===== config.mk =====
export PLATFORM = sky130hd
export DESIGN_NAME = base64_stream_decoder
export DESIGN_NICKNAME = d
export VERILOG_FILES = /design/src/sv/b64dec_pkg.sv /design/src/sv/base64_stream_decoder.sv
export SDC_FILE = /design/constraint.sdc
export NUM_CORES = 1
export LEC_CHECK = 0
export ABC_AREA = 1
export BUFFER_PORTS_ARGS = -buffer_cell sky130_fd_sc_hd__buf_2
export CAP_MARGIN = 20
export CORE_MARGIN = 2
export CORE_UTILIZATION = 48
export DETAILED_ROUTE_END_ITERATION = 12
export GPL_TIMING_DRIVEN = 0
export PLACE_DENSITY = 0.63
export SYNTH_ARGS = -nofsm -noshare
export SYNTH_HDL_FRONTEND = slang
export SYNTH_SLANG_ARGS = --single-unit

===== constraint.sdc =====
create_clock -name clk_i -period 3.4 [get_ports clk_i]
set_clock_uncertainty 0.2 [all_clocks]
set_input_delay 0.34 -clock clk_i [delete_from_list [all_inputs] [get_ports clk_i]]
set_output_delay 0.34 -clock clk_i [all_outputs]
set_load 0.02 [all_outputs]

===== src/sv/b64dec_pkg.sv =====
// Package for the base64 stream decoder: result status codes, the result
// entry type and the base64 alphabet lookup. No dependencies.
package b64dec_pkg;

  typedef enum logic [1:0] {
    ST_OK         = 2'd0,
    ST_BAD_CHAR   = 2'd1,
    ST_AFTER_PAD  = 2'd2,
    ST_BAD_LENGTH = 2'd3
  } status_e;

  typedef struct packed {
    logic [7:0] data_byte;
    logic       byte_valid;
    status_e    status;
    logic       last;
  } res_t;

  localparam logic [7:0] CharPad   = 8'h3D;  // '='
  localparam logic [7:0] CharPlus  = 8'h2B;  // '+'
  localparam logic [7:0] CharSlash = 8'h2F;  // '/'
  localparam logic [7:0] CharSpace = 8'h20;

  // Bit 6 set means the character is outside the alphabet.
  localparam logic [6:0] NotSextet = 7'd64;

  function automatic logic [6:0] sextet_of(input logic [7:0] c);
    logic [6:0] s;
    s = NotSextet;
    if (c >= 8'h41 && c <= 8'h5A) begin
      s = {1'b0, 6'(c - 8'h41)};          // A-Z -> 0..25
    end else if (c >= 8'h61 && c <= 8'h7A) begin
      s = {1'b0, 6'(c - 8'h47)};          // a-z -> 26..51
    end else if (c >= 8'h30 && c <= 8'h39) begin
      s = {1'b0, 6'(c + 8'h04)};          // 0-9 -> 52..61
    end else if (c == CharPlus) begin
      s = 7'd62;
    end else if (c == CharSlash) begin
      s = 7'd63;
    end
    return s;
  endfunction

  function automatic logic is_space(input logic [7:0] c);
    return (c >= 8'h09 && c <= 8'h0D) || (c == CharSpace);
  endfunction

endpackage


===== src/sv/base64_stream_decoder.sv =====
// Base64 stream decoder top level: character decode, group assembly and
// result buffer. Depends on b64dec_pkg.
//
// Usage: one ASCII character enters per input transaction (in_valid_i high,
// in_stall_o low at the clock edge), with end_of_data_i marking the last one.
// Each transaction yields 0 to 3 result transactions on the output channel:
// decoded bytes of a completed group of four, a closing result at end of data,
// or a single error result (status nonzero, last set). After an error, input
// is consumed silently until the end-of-data character, which clears state.
// Each result is written into the buffer when its character is accepted.
// Throughput: one character per cycle while in_stall_o is low; the decode is a
// single registered pass and results drain one per cycle from a ResDepth-entry
// buffer while out_stall_i is low. The input stalls while fewer than three
// buffer entries are free, so a receiver that stalls backs up into the input.
// Reset clears group state, the error flag and the buffer; nothing is pending.
module base64_stream_decoder #(
  parameter int unsigned ResDepth = 8  // power of two, at least 4
) (
  input  logic       clk_i,
  input  logic       rst_ni,
  input  logic       in_valid_i,
  output logic       in_stall_o,
  input  logic [7:0] char_code_i,
  input  logic       end_of_data_i,
  output logic       out_valid_o,
  input  logic       out_stall_i,
  output logic [7:0] data_byte_o,
  output logic       byte_valid_o,
  output logic [1:0] status_o,
  output logic       last_o
);
  import b64dec_pkg::*;

  localparam int unsigned PtrW = $clog2(ResDepth);
  localparam int unsigned CntW = $clog2(ResDepth + 1);

  // group state
  logic [5:0] sextet_q [3];
  logic [1:0] fill_q, fill_d;
  logic [1:0] pad_q, pad_d;
  logic       failed_q, failed_d;

  // result buffer
  res_t            buf_q [ResDepth];
  logic [PtrW-1:0] wr_ptr_q, rd_ptr_q;
  logic [CntW-1:0] cnt_q, cnt_d;

  logic       in_acc, out_pop;
  logic       ws, is_pad, group_done, store_en;
  logic [6:0] sx;
  logic [5:0] sv;
  status_e    err;
  logic [1:0] nbytes, nres;
  logic [7:0] b0, b1, b2;
  res_t       res [3];
  logic [PtrW-1:0] wr_idx [3];

  assign in_stall_o  = cnt_q > CntW'(ResDepth - 3);
  assign in_acc      = in_valid_i & ~in_stall_o;
  assign out_valid_o = cnt_q != '0;
  assign out_pop     = out_valid_o & ~out_stall_i;

  assign ws     = is_space(char_code_i);
  assign is_pad = char_code_i == CharPad;
  assign sx     = sextet_of(char_code_i);
  assign sv     = is_pad ? 6'd0 : sx[5:0];

  assign b0 = {sextet_q[0], sextet_q[1][5:4]};
  assign b1 = {sextet_q[1][3:0], sextet_q[2][5:2]};
  assign b2 = {sextet_q[2][1:0], sv};

  always_comb begin
    fill_d     = fill_q;
    pad_d      = pad_q;
    failed_d   = failed_q;
    err        = ST_OK;
    nbytes     = 2'd0;
    nres       = 2'd0;
    group_done = 1'b0;
    store_en   = 1'b0;
    for (int k = 0; k < 3; k++) begin
      res[k] = '{data_byte: 8'd0, byte_valid: 1'b0, status: ST_OK, last: 1'b0};
    end

    if (failed_q) begin
      if (end_of_data_i) begin
        failed_d = 1'b0;
        fill_d   = 2'd0;
        pad_d    = 2'd0;
      end
    end else begin
      if (!ws && !is_pad) begin
        if (pad_q != 2'd0) begin
          err = ST_AFTER_PAD;
        end else if (sx[6]) begin
          err = ST_BAD_CHAR;
        end
      end

      if (err != ST_OK) begin
        res[0] = '{data_byte: 8'd0, byte_valid: 1'b0, status: err, last: 1'b1};
        nres   = 2'd1;
        if (end_of_data_i) begin
          fill_d = 2'd0;
          pad_d  = 2'd0;
        end else begin
          failed_d = 1'b1;
        end
      end else begin
        if (!ws) begin
          if (is_pad && pad_q != 2'd3) begin
            pad_d = pad_q + 2'd1;
          end
          if (fill_q != 2'd3) begin
            store_en = 1'b1;
            fill_d   = fill_q + 2'd1;
          end else begin
            group_done = 1'b1;
            // pad_d already counts this character
            case (pad_d)
              2'd0:    nbytes = 2'd3;
              2'd1:    nbytes = 2'd2;
              default: nbytes = 2'd1;
            endcase
            fill_d = 2'd0;
            pad_d  = 2'd0;
          end
        end

        res[0] = '{data_byte: b0, byte_valid: 1'b1, status: ST_OK,
                   last: end_of_data_i && nbytes == 2'd1};
        res[1] = '{data_byte: b1, byte_valid: 1'b1, status: ST_OK,
                   last: end_of_data_i && nbytes == 2'd2};
        res[2] = '{data_byte: b2, byte_valid: 1'b1, status: ST_OK,
                   last: end_of_data_i};
        nres   = nbytes;

        if (end_of_data_i) begin
          if (fill_d != 2'd0) begin
            res[0] = '{data_byte: 8'd0, byte_valid: 1'b0, status: ST_BAD_LENGTH,
                       last: 1'b1};
            nres   = 2'd1;
          end else if (!group_done) begin
            res[0] = '{data_byte: 8'd0, byte_valid: 1'b0, status: ST_OK, last: 1'b1};
            nres   = 2'd1;
          end
          fill_d = 2'd0;
          pad_d  = 2'd0;
        end
      end
    end
  end

  always_comb begin
    for (int k = 0; k < 3; k++) begin
      wr_idx[k] = wr_ptr_q + PtrW'(k);
    end
  end

  always_comb begin
    cnt_d = cnt_q;
    if (in_acc) begin
      cnt_d = cnt_d + CntW'(nres);
    end
    if (out_pop) begin
      cnt_d = cnt_d - CntW'(1);
    end
  end

  always_ff @(posedge clk_i or negedge rst_ni) begin
    if (!rst_ni) begin
      fill_q   <= 2'd0;
      pad_q    <= 2'd0;
      failed_q <= 1'b0;
      wr_ptr_q <= '0;
      rd_ptr_q <= '0;
      cnt_q    <= '0;
    end else begin
      if (in_acc) begin
        fill_q   <= fill_d;
        pad_q    <= pad_d;
        failed_q <= failed_d;
        wr_ptr_q <= wr_ptr_q + PtrW'(nres);
      end
      if (out_pop) begin
        rd_ptr_q <= rd_ptr_q + PtrW'(1);
      end
      cnt_q <= cnt_d;
    end
  end

  // payload storage, no reset needed
  always_ff @(posedge clk_i) begin
    if (in_acc && store_en) begin
      sextet_q[fill_q] <= sv;
    end
    if (in_acc) begin
      for (int k = 0; k < 3; k++) begin
        if (2'(k) < nres) begin
          buf_q[wr_idx[k]] <= res[k];
        end
      end
    end
  end

  assign data_byte_o  = buf_q[rd_ptr_q].data_byte;
  assign byte_valid_o = buf_q[rd_ptr_q].byte_valid;
  assign status_o     = buf_q[rd_ptr_q].status;
  assign last_o       = buf_q[rd_ptr_q].last;

endmodule


==> results.sh, run 1 <==
export IMPL_synth_top_family_by_area="simple AND/OR/NAND/NOR gates"
export IMPL_drive_above_1_share_pct=15.4
export IMPL_fin_tns_setup_ns=0
export IMPL_cts_buffer_depth=2
export IMPL_place_congestion=0.924
export IMPL_worst_setup_path_start_kind="register"
export IMPL_clkSlewWorstSetupHoldPaths_ns=0.06
export IMPL_switchingPower_uw=3150
export IMPL_clock_latency_ns=0.43
export IMPL_p_seq_share_pct=29.4
export IMPL_crit_type="register to primary output"
export IMPL_synthCells=1012
export IMPL_avgSynthCellArea_um2=8.27
export IMPL_grt_overflow_total=0
export IMPL_die_area_um2=18500
export IMPL_drtIter0Drc=985
export IMPL_yosys_register_bits=129
export IMPL_synthFlopType="edfxtp_1"
export IMPL_dp_cells=1262
export IMPL_area_growth_pct=12.6
export IMPL_cts_tree="done"
export IMPL_reg2regPathDepth=17
export IMPL_min_delay_path_depth=4
export IMPL_synthSimpleGateAreaFrac_pct=26.6
export IMPL_yosysMostFrequentCell="nand2_1"
export IMPL_yosys_area_share_xor_xnor_pct=1.36
export IMPL_die_height_um=136
export IMPL_p_per_area_nw_per_um2=751
export IMPL_end_kind="primary output"
export IMPL_synth_enable_flop_cells=98
export IMPL_drv_slew=0
export IMPL_synthAdderAreaFrac_pct=3.62
export IMPL_yosysTopAreaCell="edfxtp_1"
export IMPL_num_rows=48
export IMPL_hold_viol=0
export IMPL_period_share_pct=96.5
export IMPL_portBuffers=24
export IMPL_cts_sinks=129
export IMPL_crit_fanout=10
export IMPL_synth_area_leaders="edfxtp_1, nand2_1, nor2_1"
export IMPL_totalWireLength_um=25100
export IMPL_layout_nets=1094
export IMPL_syn_num_nets=1048
export IMPL_async_flop_share_pct=11.6
export IMPL_p_int_uw=3930
export IMPL_io_pins=27
export IMPL_yosys_mux_area_fraction_pct=0
export IMPL_seq_area_frac_synth_pct=43.5
export IMPL_stdcell_count=1296
export IMPL_power_uw=7080
export IMPL_combPwrFrac_pct=44.7
export IMPL_finalSetupViolCount=0
export IMPL_grt_pass1_vias=7214
export IMPL_crit_arrival_ns=2.74
export IMPL_p_clk_share_pct=25.9
export IMPL_cts_buffers=17
export IMPL_required_ns=2.86
export IMPL_antenna_found_initial=0
export IMPL_core_area_um2=17200
export IMPL_min_period_ns=3.28
export IMPL_post_drt_wl_per_cell_um=19.4
export IMPL_peakVddDrop_v=0.000385
export IMPL_dp_worst_setup_slack_ns=-0.608
export IMPL_ys_top_cells_by_count="nand2_1, nor2_1, edfxtp_1, o21ai_0, inv_1"
export IMPL_grt_max_degree=17
export IMPL_post_drt_via_cell_ratio=5.81
export IMPL_vias=7529
export IMPL_swShare_pct=44.5
export IMPL_leakagePower_uw=0.00381
export IMPL_cts_root_buf="clkbuf_16"
export IMPL_drtAntennaViolNets=0
export IMPL_synth_warnings=0
export IMPL_status="finished, final reports clean"
export IMPL_fmax_ghz=0.305
export IMPL_hpwlAfterDp_um=19200
export IMPL_synth_top_area_share_pct=35.1
export IMPL_htree_num_levels=4
export IMPL_floorplan_initialDensity_pct=48.7
export IMPL_min_path_type="input pin to register"
export IMPL_maxCapViolations=0
export IMPL_diodes=0
export IMPL_slew_headroom_pct=29.5
export IMPL_drc_errors=0
export IMPL_grt_pass1_wl_um=39900
export IMPL_synth_cell_types=48
export IMPL_worst_pin_slew_ns=1.05
export IMPL_groute_usage_overall_pct=28.7
export IMPL_dr_pass1_iters=6
export IMPL_fp_dieW_um=136
export IMPL_synth_compound_area_share_pct=17.9
export IMPL_fin_ws_ns=0.120
export IMPL_netlist_area_um2=8370
repair_timing:
action	in CTS	in global routing
endpoints found under the setup margin	60	87
pin swaps	0	1
endpoints found under the hold margin	15	0
setup buffers	0	0
hold buffers	1	0
gates resized for setup	6	18
layer usage:
metal | vias up | share of wire [%] | track usage (%)
met4 | 0 | 2.4 | 8.85
met2 | 374 | 49 | 48.4
li1 | 3613 | - | -
met1 | 3475 | 41 | 37.6
met5 | - | 0 | 0
met3 | 67 | 7.3 | 5.07
logic make-up (layout without fill, tap and decap cells):
family,after synthesis,in the layout
buffers and inverters,132,191
AO/OA/AOI/OAI,243,243
XOR/XNOR,13,13
adder cells (fa/ha/maj),23,23
flip-flops,129,129
AND/OR/NAND/NOR,472,472
worst max-delay path: stages (launching register included):
cell and delay, ns:
dfrtp_1 0.40, clkbuf_1 0.42, clkbuf_1 0.55, nor2_1 0.11, o22ai_1 0.26, nor2_1 0.07
a31oi_1 0.27, buf_2 0.22
path summary, 6_finish.rpt:
path,from,to,slack (ns)
min in group asynchronous,rst_ni,cnt_q[1],0.16
hold / removal,out_stall_i,rd_ptr_q[2],0.09
hold reg to reg,buf_q[2][2],buf_q[2][2],0.25
setup reg to reg,pad_q[0],buf_q[3][9],0.30
max in group asynchronous,rst_ni,wr_ptr_q[1],2.58
setup / recovery,rd_ptr_q[0],data_byte_o[0],0.12
flip-flops by register name, summed over array words and instances (netlist names):
| name | count |
|---|---|
| cnt_q | 4 |
| buf_q | 96 |
| wr_ptr_q | 3 |
| failed_q | 1 |
| fill_q | 2 |
| pad_q | 2 |
| sextet_q | 18 |
| rd_ptr_q | 3 |
power by group through the flow:
stage	Clock, µW	Combinational (µW)	Sequential [µW]
after CTS	1840	3080	2080
after detailed placement	0	3050	2110
final	1830	3160	2080
after global routing	1910	3500	2110
after global placement	0	3030	2100
after floorplan	0	2120	2060
through the flow:
stage / utilization, % / cell area (µm²) / hold slack (ns)
after floorplan: - / 8370 / -0.156
after global placement: 51.1 / 8770 / 0.0823
after detailed placement: 51.1 / 8780 / 0.0836
after CTS: 54.6 / 9380 / 0.0725
after global routing: 54.9 / 9430 / 0.133
final: 54.9 / 9430 / 0.0868
placed cells by master (no fill, tap or decap), drive strengths merged, types with 2 or more instances in the layout:
cell        n
a22oi       6
o21a       28
xnor2       2
dfxtp      16
o211ai      9
nor3       18
nand3      60
dfrtp      15
clkinvlp    2
nand4      22
clkbuf     42
xor2       11
nor2      161
ha         21
bufinv      3
fa          2
buf        51
a21oi      64
nand2     209
a31oi      15
o22ai      12
a311oi      2
edfxtp     98
clkinv      6
o21ai      82
o221ai     22
inv        86
final cells by class:
cell class / count / area [µm²]
fill: 1664 / 7740
multi-input combinational: 751 / 4200
sequential: 129 / 3640
clock buffer: 21 / 440
inverter: 86 / 330
tap: 225 / 282
buffer: 46 / 263
timing repair buffer: 27 / 143
clock inverter: 11 / 138
Note: power is estimated with default switching activity, not from simulation.
==> run 2, diff against run 1 <==
--- a/config.mk
+++ b/config.mk
@@ -8,11 +8,14 @@
 export ABC_AREA = 1
 export BUFFER_PORTS_ARGS = -buffer_cell sky130_fd_sc_hd__buf_2
 export CAP_MARGIN = 20
+export CELL_PAD_IN_SITES_DETAIL_PLACEMENT = 1
+export CELL_PAD_IN_SITES_GLOBAL_PLACEMENT = 1
 export CORE_MARGIN = 2
 export CORE_UTILIZATION = 48
+export CTS_CLUSTER_SIZE = 20
 export DETAILED_ROUTE_END_ITERATION = 12
 export GPL_TIMING_DRIVEN = 0
-export PLACE_DENSITY = 0.63
+export PLACE_DENSITY = 0.8
 export SYNTH_ARGS = -nofsm -noshare
 export SYNTH_HDL_FRONTEND = slang
 export SYNTH_SLANG_ARGS = --single-unit
==> results.sh, run 2 (synthesis results as in run 1) <==
export IMPL_fin_tns_setup_ns=0
export IMPL_cts_root_buf="clkbuf_16"
export IMPL_grt_pass1_wl_um=45500
export IMPL_power_uw=7290
export IMPL_post_drt_wl_per_cell_um=22.5
export IMPL_slowest_stage="clkbuf_1"
export IMPL_min_from="out_stall_i"
export IMPL_final_common_cell="nand2_1"
export IMPL_clock_latency_ns=0.44
export IMPL_slew_headroom_pct=31.8
export IMPL_p_per_area_nw_per_um2=765
export IMPL_leakagePower_uw=0.00382
export IMPL_status="finished, final reports clean"
export IMPL_end_kind="primary output"
export IMPL_crit_arrival_ns=2.66
export IMPL_worst_setup_path_start_kind="register"
export IMPL_drv_slew=0
export IMPL_largest_reg_flops=96
export IMPL_io_pins=27
export IMPL_drtIter0Drc=816
export IMPL_crit_type="register to primary output"
export IMPL_cts_sinks=129
export IMPL_floorplan_initialDensity_pct=48.7
export IMPL_r2r_start="pad_q[0]"
export IMPL_hold_viol=0
export IMPL_totalWireLength_um=29200
export IMPL_place_congestion=0.909
export IMPL_hpwlAfterDp_um=21700
export IMPL_cp_cell_sequence="clkbuf_1 > clkbuf_1 > nor2_1 > nor2_1 > o21ai_0 > a31oi_1 > buf_2"
export IMPL_required_ns=2.86
export IMPL_worst_pin_slew_ns=1.01
export IMPL_crit_start="rd_ptr_q[0]"
export IMPL_htree_num_levels=4
export IMPL_final_util_pct=55.4
export IMPL_period_share_pct=94.0
export IMPL_clkSlewWorstSetupHoldPaths_ns=0.06
export IMPL_fmax_ghz=0.313
export IMPL_die_area_um2=18500
export IMPL_drive_above_1_share_pct=16.2
export IMPL_portBuffers=24
export IMPL_min_period_ns=3.20
export IMPL_drtAntennaViolNets=0
export IMPL_drc_errors=0
export IMPL_min_path_type="input pin to register"
export IMPL_fp_dieW_um=136
export IMPL_final_cell_mix="nand2_1, nor2_1, edfxtp_1, o21ai_0, inv_1"
export IMPL_antenna_found_initial=0
export IMPL_cts_buffer_depth=2
export IMPL_diodes=0
export IMPL_post_drt_via_cell_ratio=6.01
export IMPL_finalSetupViolCount=0
export IMPL_vias=7795
export IMPL_grt_max_degree=17
export IMPL_max_stage_delay_ns=0.53
export IMPL_cts_buffers=17
export IMPL_grt_pass1_vias=7868
export IMPL_groute_usage_overall_pct=32.9
export IMPL_crit_fanout=10
export IMPL_die_height_um=136
export IMPL_peakVddDrop_v=0.000407
export IMPL_core_area_um2=17200
export IMPL_grt_overflow_total=0
export IMPL_fillerInstances=2098
export IMPL_dr_pass1_iters=6
export IMPL_num_rows=48
export IMPL_layout_nets=1097
export IMPL_area_growth_pct=13.7
export IMPL_maxCapViolations=0
export IMPL_cts_tree="done"
==> run 2: cell type report <==
type | instances | area [µm²] | share of cell area [%]
plain buffers | 46 | 262 | 2.75
clock buffers | 17 | 425 | 4.47
clock inverters | 14 | 164 | 1.72
inverters | 86 | 330 | 3.47
flip-flops and latches | 129 | 3640 | 38.2
multi-input cells | 751 | 4250 | 44.7
repair buffers | 30 | 168 | 1.76
well taps | 225 | 282 | 2.96
==> run 2: worst paths after layout <==
kind / depth (start not counted) / slack, ns / to
min in group asynchronous: 2 / 0.16 / pad_q[0]
min: 4 / 0.04 / rd_ptr_q[2]
max reg2reg: 17 / 0.25 / cnt_q[3]
max in group asynchronous: 2 / 2.56 / rd_ptr_q[0]
max: 7 / 0.20 / byte_valid_o
min reg2reg: 2 / 0.27 / buf_q[2][1]
==> run 2: per-stage QoR <==
stage / setup slack, ns / hold slack, ns / cell area, µm² / cells
finish: 0.203 / 0.0444 / 9520 / 1298
global route: -0.00799 / 0.0760 / 9520 / 1298
CTS: -0.00941 / 0.0502 / 9400 / 1293
detailed placement: -0.872 / 0.0869 / 8780 / 1261
global placement: -0.761 / 0.0782 / 8770 / 1261
floorplan: 0.0816 / -0.156 / 8370 / 1012
==> run 2: per-layer routing <==
metal / global-route usage (%) / vias to the layer above / part of all wire [%]
li1: - / 3609 / -
met1: 44.1 / 3822 / 43
met2: 54.0 / 295 / 48
met3: 5.56 / 69 / 6.4
met4: 11.5 / 0 / 2.7
met5: 0 / - / 0
==> run 2: power breakdown <==
part | internal (µW) | total [µW] | switching (µW) | leakage (µW)
registers | 1940 | 2090 | 157 | 0.00114
logic | 860 | 3290 | 2430 | 0.00241
clock network | 1140 | 1900 | 756 | 0.000278
==> run 2: critical path, delay by kind of cell (launching register included) <==
kind	cells	cell delay [ns]
buffers and inverters	3	1.12
AND/OR/NAND/NOR	2	0.23
AO/OA/AOI/OAI	2	0.46
flip-flops	1	0.40
==> run 2: repair_timing <==
action / in CTS / in global routing
hold buffers: 1 / 0
pin swaps: 0 / 2
buffers inserted: 0 / 5
hold endpoints to repair: 15 / 0
endpoints found under the setup margin: 83 / 84
resized for setup: 10 / 23
==> run 3, diff against run 2 <==
--- a/config.mk
+++ b/config.mk
@@ -5,7 +5,7 @@
 export SDC_FILE = /design/constraint.sdc
 export NUM_CORES = 1
 export LEC_CHECK = 0
-export ABC_AREA = 1
+export ABC_AREA = 0
 export BUFFER_PORTS_ARGS = -buffer_cell sky130_fd_sc_hd__buf_2
 export CAP_MARGIN = 20
 export CELL_PAD_IN_SITES_DETAIL_PLACEMENT = 1
@@ -15,7 +15,7 @@
 export CTS_CLUSTER_SIZE = 20
 export DETAILED_ROUTE_END_ITERATION = 12
 export GPL_TIMING_DRIVEN = 0
-export PLACE_DENSITY = 0.8
+export PLACE_DENSITY = 0.76
 export SYNTH_ARGS = -nofsm -noshare
 export SYNTH_HDL_FRONTEND = slang
 export SYNTH_SLANG_ARGS = --single-unit
==> results.sh, run 3 <==
export IMPL_drv_slew=0
export IMPL_status="finished, violations left"
export IMPL_yosys_register_bits=129
export IMPL_drtIter0Drc=1108
export IMPL_clock_latency_ns=0.44
export IMPL_slowest_stage="fa_1"
export IMPL_slew_headroom_pct=24.4
export IMPL_leakagePower_uw=0.00387
export IMPL_cts_buffers=17
export IMPL_fillerInstances=1879
export IMPL_crit_arrival_ns=3.62
export IMPL_post_drt_wl_per_cell_um=30.1
export IMPL_grt_max_degree=17
export IMPL_min_delay_path_depth=3
export IMPL_synthFlopType="edfxtp_1"
export IMPL_die_height_um=139
export IMPL_yosysTopAreaCell="edfxtp_1"
export IMPL_hpwlAfterDp_um=24600
export IMPL_portBuffers=25
export IMPL_hold_viol=0
export IMPL_violations="setup timing"
export IMPL_r2r_slack_ns=-0.11
export IMPL_dr_pass1_iters=6
export IMPL_clkSlewWorstSetupHoldPaths_ns=0.07
export IMPL_multi_input_area_um2=5280
export IMPL_fin_ws_ns=-0.109
export IMPL_seq_area_frac_synth_pct=41.4
export IMPL_drc_errors=0
export IMPL_htree_num_levels=4
export IMPL_vias=8674
export IMPL_fin_area_um2=11000
export IMPL_num_rows=49
export IMPL_cp_cell_sequence="inv_2 > ha_4 > nor2_4 > nor4b_4 > nor2_4 > a2bb2oi_4 > o22ai_4 > ha_4 > fa_1 > mux2i_4 > ha_2 > nand2_2 > xnor2_2 > xnor2_1"
export IMPL_fp_dieW_um=139
export IMPL_min_path_type="input pin to register"
export IMPL_hold_ws_ns=0.0605
export IMPL_crit_fanout=3
export IMPL_reg2regPathDepth=14
export IMPL_r2r_start="pad_q[1]"
export IMPL_synthCells=837
export IMPL_drive_above_1_share_pct=31.5
export IMPL_rsz0062_at_grt="yes"
export IMPL_min_from="in_valid_i"
export IMPL_dp_cells=1093
export IMPL_fin_tns_setup_ns=-0.239
export IMPL_worst_setup_path_start_kind="register"
export IMPL_final_cell_mix="edfxtp_1, buf_4, nand4_1, a22oi_1, nand3_1"
export IMPL_synth_top_area_share_pct=33.5
export IMPL_worst_pin_slew_ns=1.13
export IMPL_period_share_pct=103
export IMPL_p_per_area_nw_per_um2=660
export IMPL_totalWireLength_um=35700
export IMPL_grt_overflow_total=0
export IMPL_max_stage_delay_ns=0.50
export IMPL_antenna_found_initial=1
export IMPL_cts_buffer_depth=2
export IMPL_avgSynthCellArea_um2=10.5
export IMPL_layout_nets=980
export IMPL_synth_enable_flop_cells=98
export IMPL_groute_usage_overall_pct=35.6
export IMPL_floorplan_initialDensity_pct=49.0
export IMPL_synth_cell_types=87
export IMPL_post_drt_via_cell_ratio=7.31
export IMPL_diodes=0
export IMPL_worst_hold_path_endpoint="cnt_q[3]"
export IMPL_cts_root_buf="clkbuf_16"
export IMPL_stdcell_count=1186
export IMPL_final_common_cell="edfxtp_1"
export IMPL_required_ns=3.51
export IMPL_maxCapViolations=0
export IMPL_synth_warnings=0
export IMPL_largest_reg_flops=96
export IMPL_power_uw=7270
export IMPL_syn_num_nets=873
export IMPL_fmax_ghz=0.285
export IMPL_end_kind="register"
export IMPL_grt_pass1_wl_um=52800
export IMPL_synth_area_leaders="edfxtp_1, mux4_2, dfrtp_1"
export IMPL_yosysMostFrequentCell="edfxtp_1"
export IMPL_finalSetupViolCount=4
export IMPL_placed_area_um2=9370
export IMPL_die_area_um2=19400
export IMPL_critical_path_buf_inv_count=1
export IMPL_netlist_area_um2=8800
export IMPL_cp_top_family="adder cells"
export IMPL_min_period_ns=3.51
export IMPL_rr_endpoint="cnt_q[2]"
export IMPL_grt_pass1_vias=8654
export IMPL_ys_top_cells_by_count="edfxtp_1, nand4_1, nand2_1"
export IMPL_peakVddDrop_v=0.000657
export IMPL_area_growth_pct=25.3
export IMPL_cts_sinks=129
export IMPL_place_congestion=0.974
export IMPL_drtAntennaViolNets=0
export IMPL_cts_tree="done"
export IMPL_io_pins=27
export IMPL_seqCellArea_um2=3640
export IMPL_async_flop_share_pct=11.6
export IMPL_crit_type="register to register"
export IMPL_core_area_um2=18000
-- run 3: changes by cell type after synthesis, sizes merged, moves of 30 or more --
cell	delta
a21oi	-46
a22oi	+41
clkbuf	+32
inv	-59
nand2	-158
nand4	+30
nor2	-128
o21ai	-52
-- run 3: metal layers --
metal,vias to the layer above,global-route usage [%],routed length [µm]
met3,148,6.74,3160
met5,-,0,15
li1,3592,-,-
met1,4332,46.4,13800
met4,2,14.7,1480
met2,600,58.7,17300
-- run 3: what timing repair did --
item | CTS | global route
hold buffers | 1 | 0
endpoints found under the setup margin | 194 | 189
pin swaps | 18 | 23
resized for setup | 89 | 72
hold endpoints to repair | 15 | 0
buffers inserted | 30 | 31
-- run 3: logic make-up (layout without fill, tap and decap cells) --
kind of cell | Yosys count | in the layout | synth area share, %
buffers and inverters | 110 | 230 | 5.21
AND/OR/NAND/NOR | 259 | 259 | 16.1
XOR/XNOR | 11 | 11 | 1.10
multiplexers | 57 | 57 | 10.1
AO/OA/AOI/OAI | 248 | 248 | 22.8
flip-flops | 129 | 129 | 41.4
adder cells (fa/ha/maj) | 23 | 23 | 3.44
-- run 3: report_power, final --
part           switching, µW  internal (µW)  leakage, µW
Sequential               158           1920      0.00116
Clock                    783           1080     0.000293
Combinational           2070           1260      0.00241
Total                   3010           4270      0.00387
-- run 3: per-stage QoR --
stage | setup WS (ns) | util (%)
2_1_floorplan | -0.157 | -
3_3_place_gp | -1.91 | 52.0
3_5_place_dp | -1.50 | 52.1
4_1_cts | 0.00106 | 59.0
5_1_grt | -0.186 | 61.3
6_report | -0.109 | 61.3
-- run 3: final cells by class --
class / instances / share of cell area [%]
Sequential cell: 129 / 33.0
Tap cell: 229 / 2.60
Inverter: 27 / 1.03
Timing Repair Buffer: 90 / 5.84
Buffer: 81 / 4.28
Clock inverter: 10 / 0.636
Multi-Input combinational cell: 598 / 47.9
Clock buffer: 22 / 4.69
-- run 3: worst max-delay path by stage --
stage,startpoint,end,cells after the start
final,pad_q[1],cnt_q[2],14
after global routing,pad_q[1],cnt_q[3],14
after CTS,char_code_i[2],cnt_q[2],18
after detailed placement,char_code_i[3],buf_q[4][9],11
after global placement,char_code_i[3],buf_q[4][4],11
after floorplan,char_code_i[2],cnt_q[2],16
-- run 3: worst register-to-register path, stage by stage (launching register included) --
cell       delay [ns]
dfrtp_1          0.43
inv_2            0.12
ha_4             0.22
nor2_4           0.12
nor4b_4          0.36
nor2_4           0.10
a2bb2oi_4        0.21
o22ai_4          0.11
ha_4             0.19
fa_1             0.50
mux2i_4          0.24
ha_2             0.22
nand2_2          0.06
xnor2_2          0.17
xnor2_1          0.13
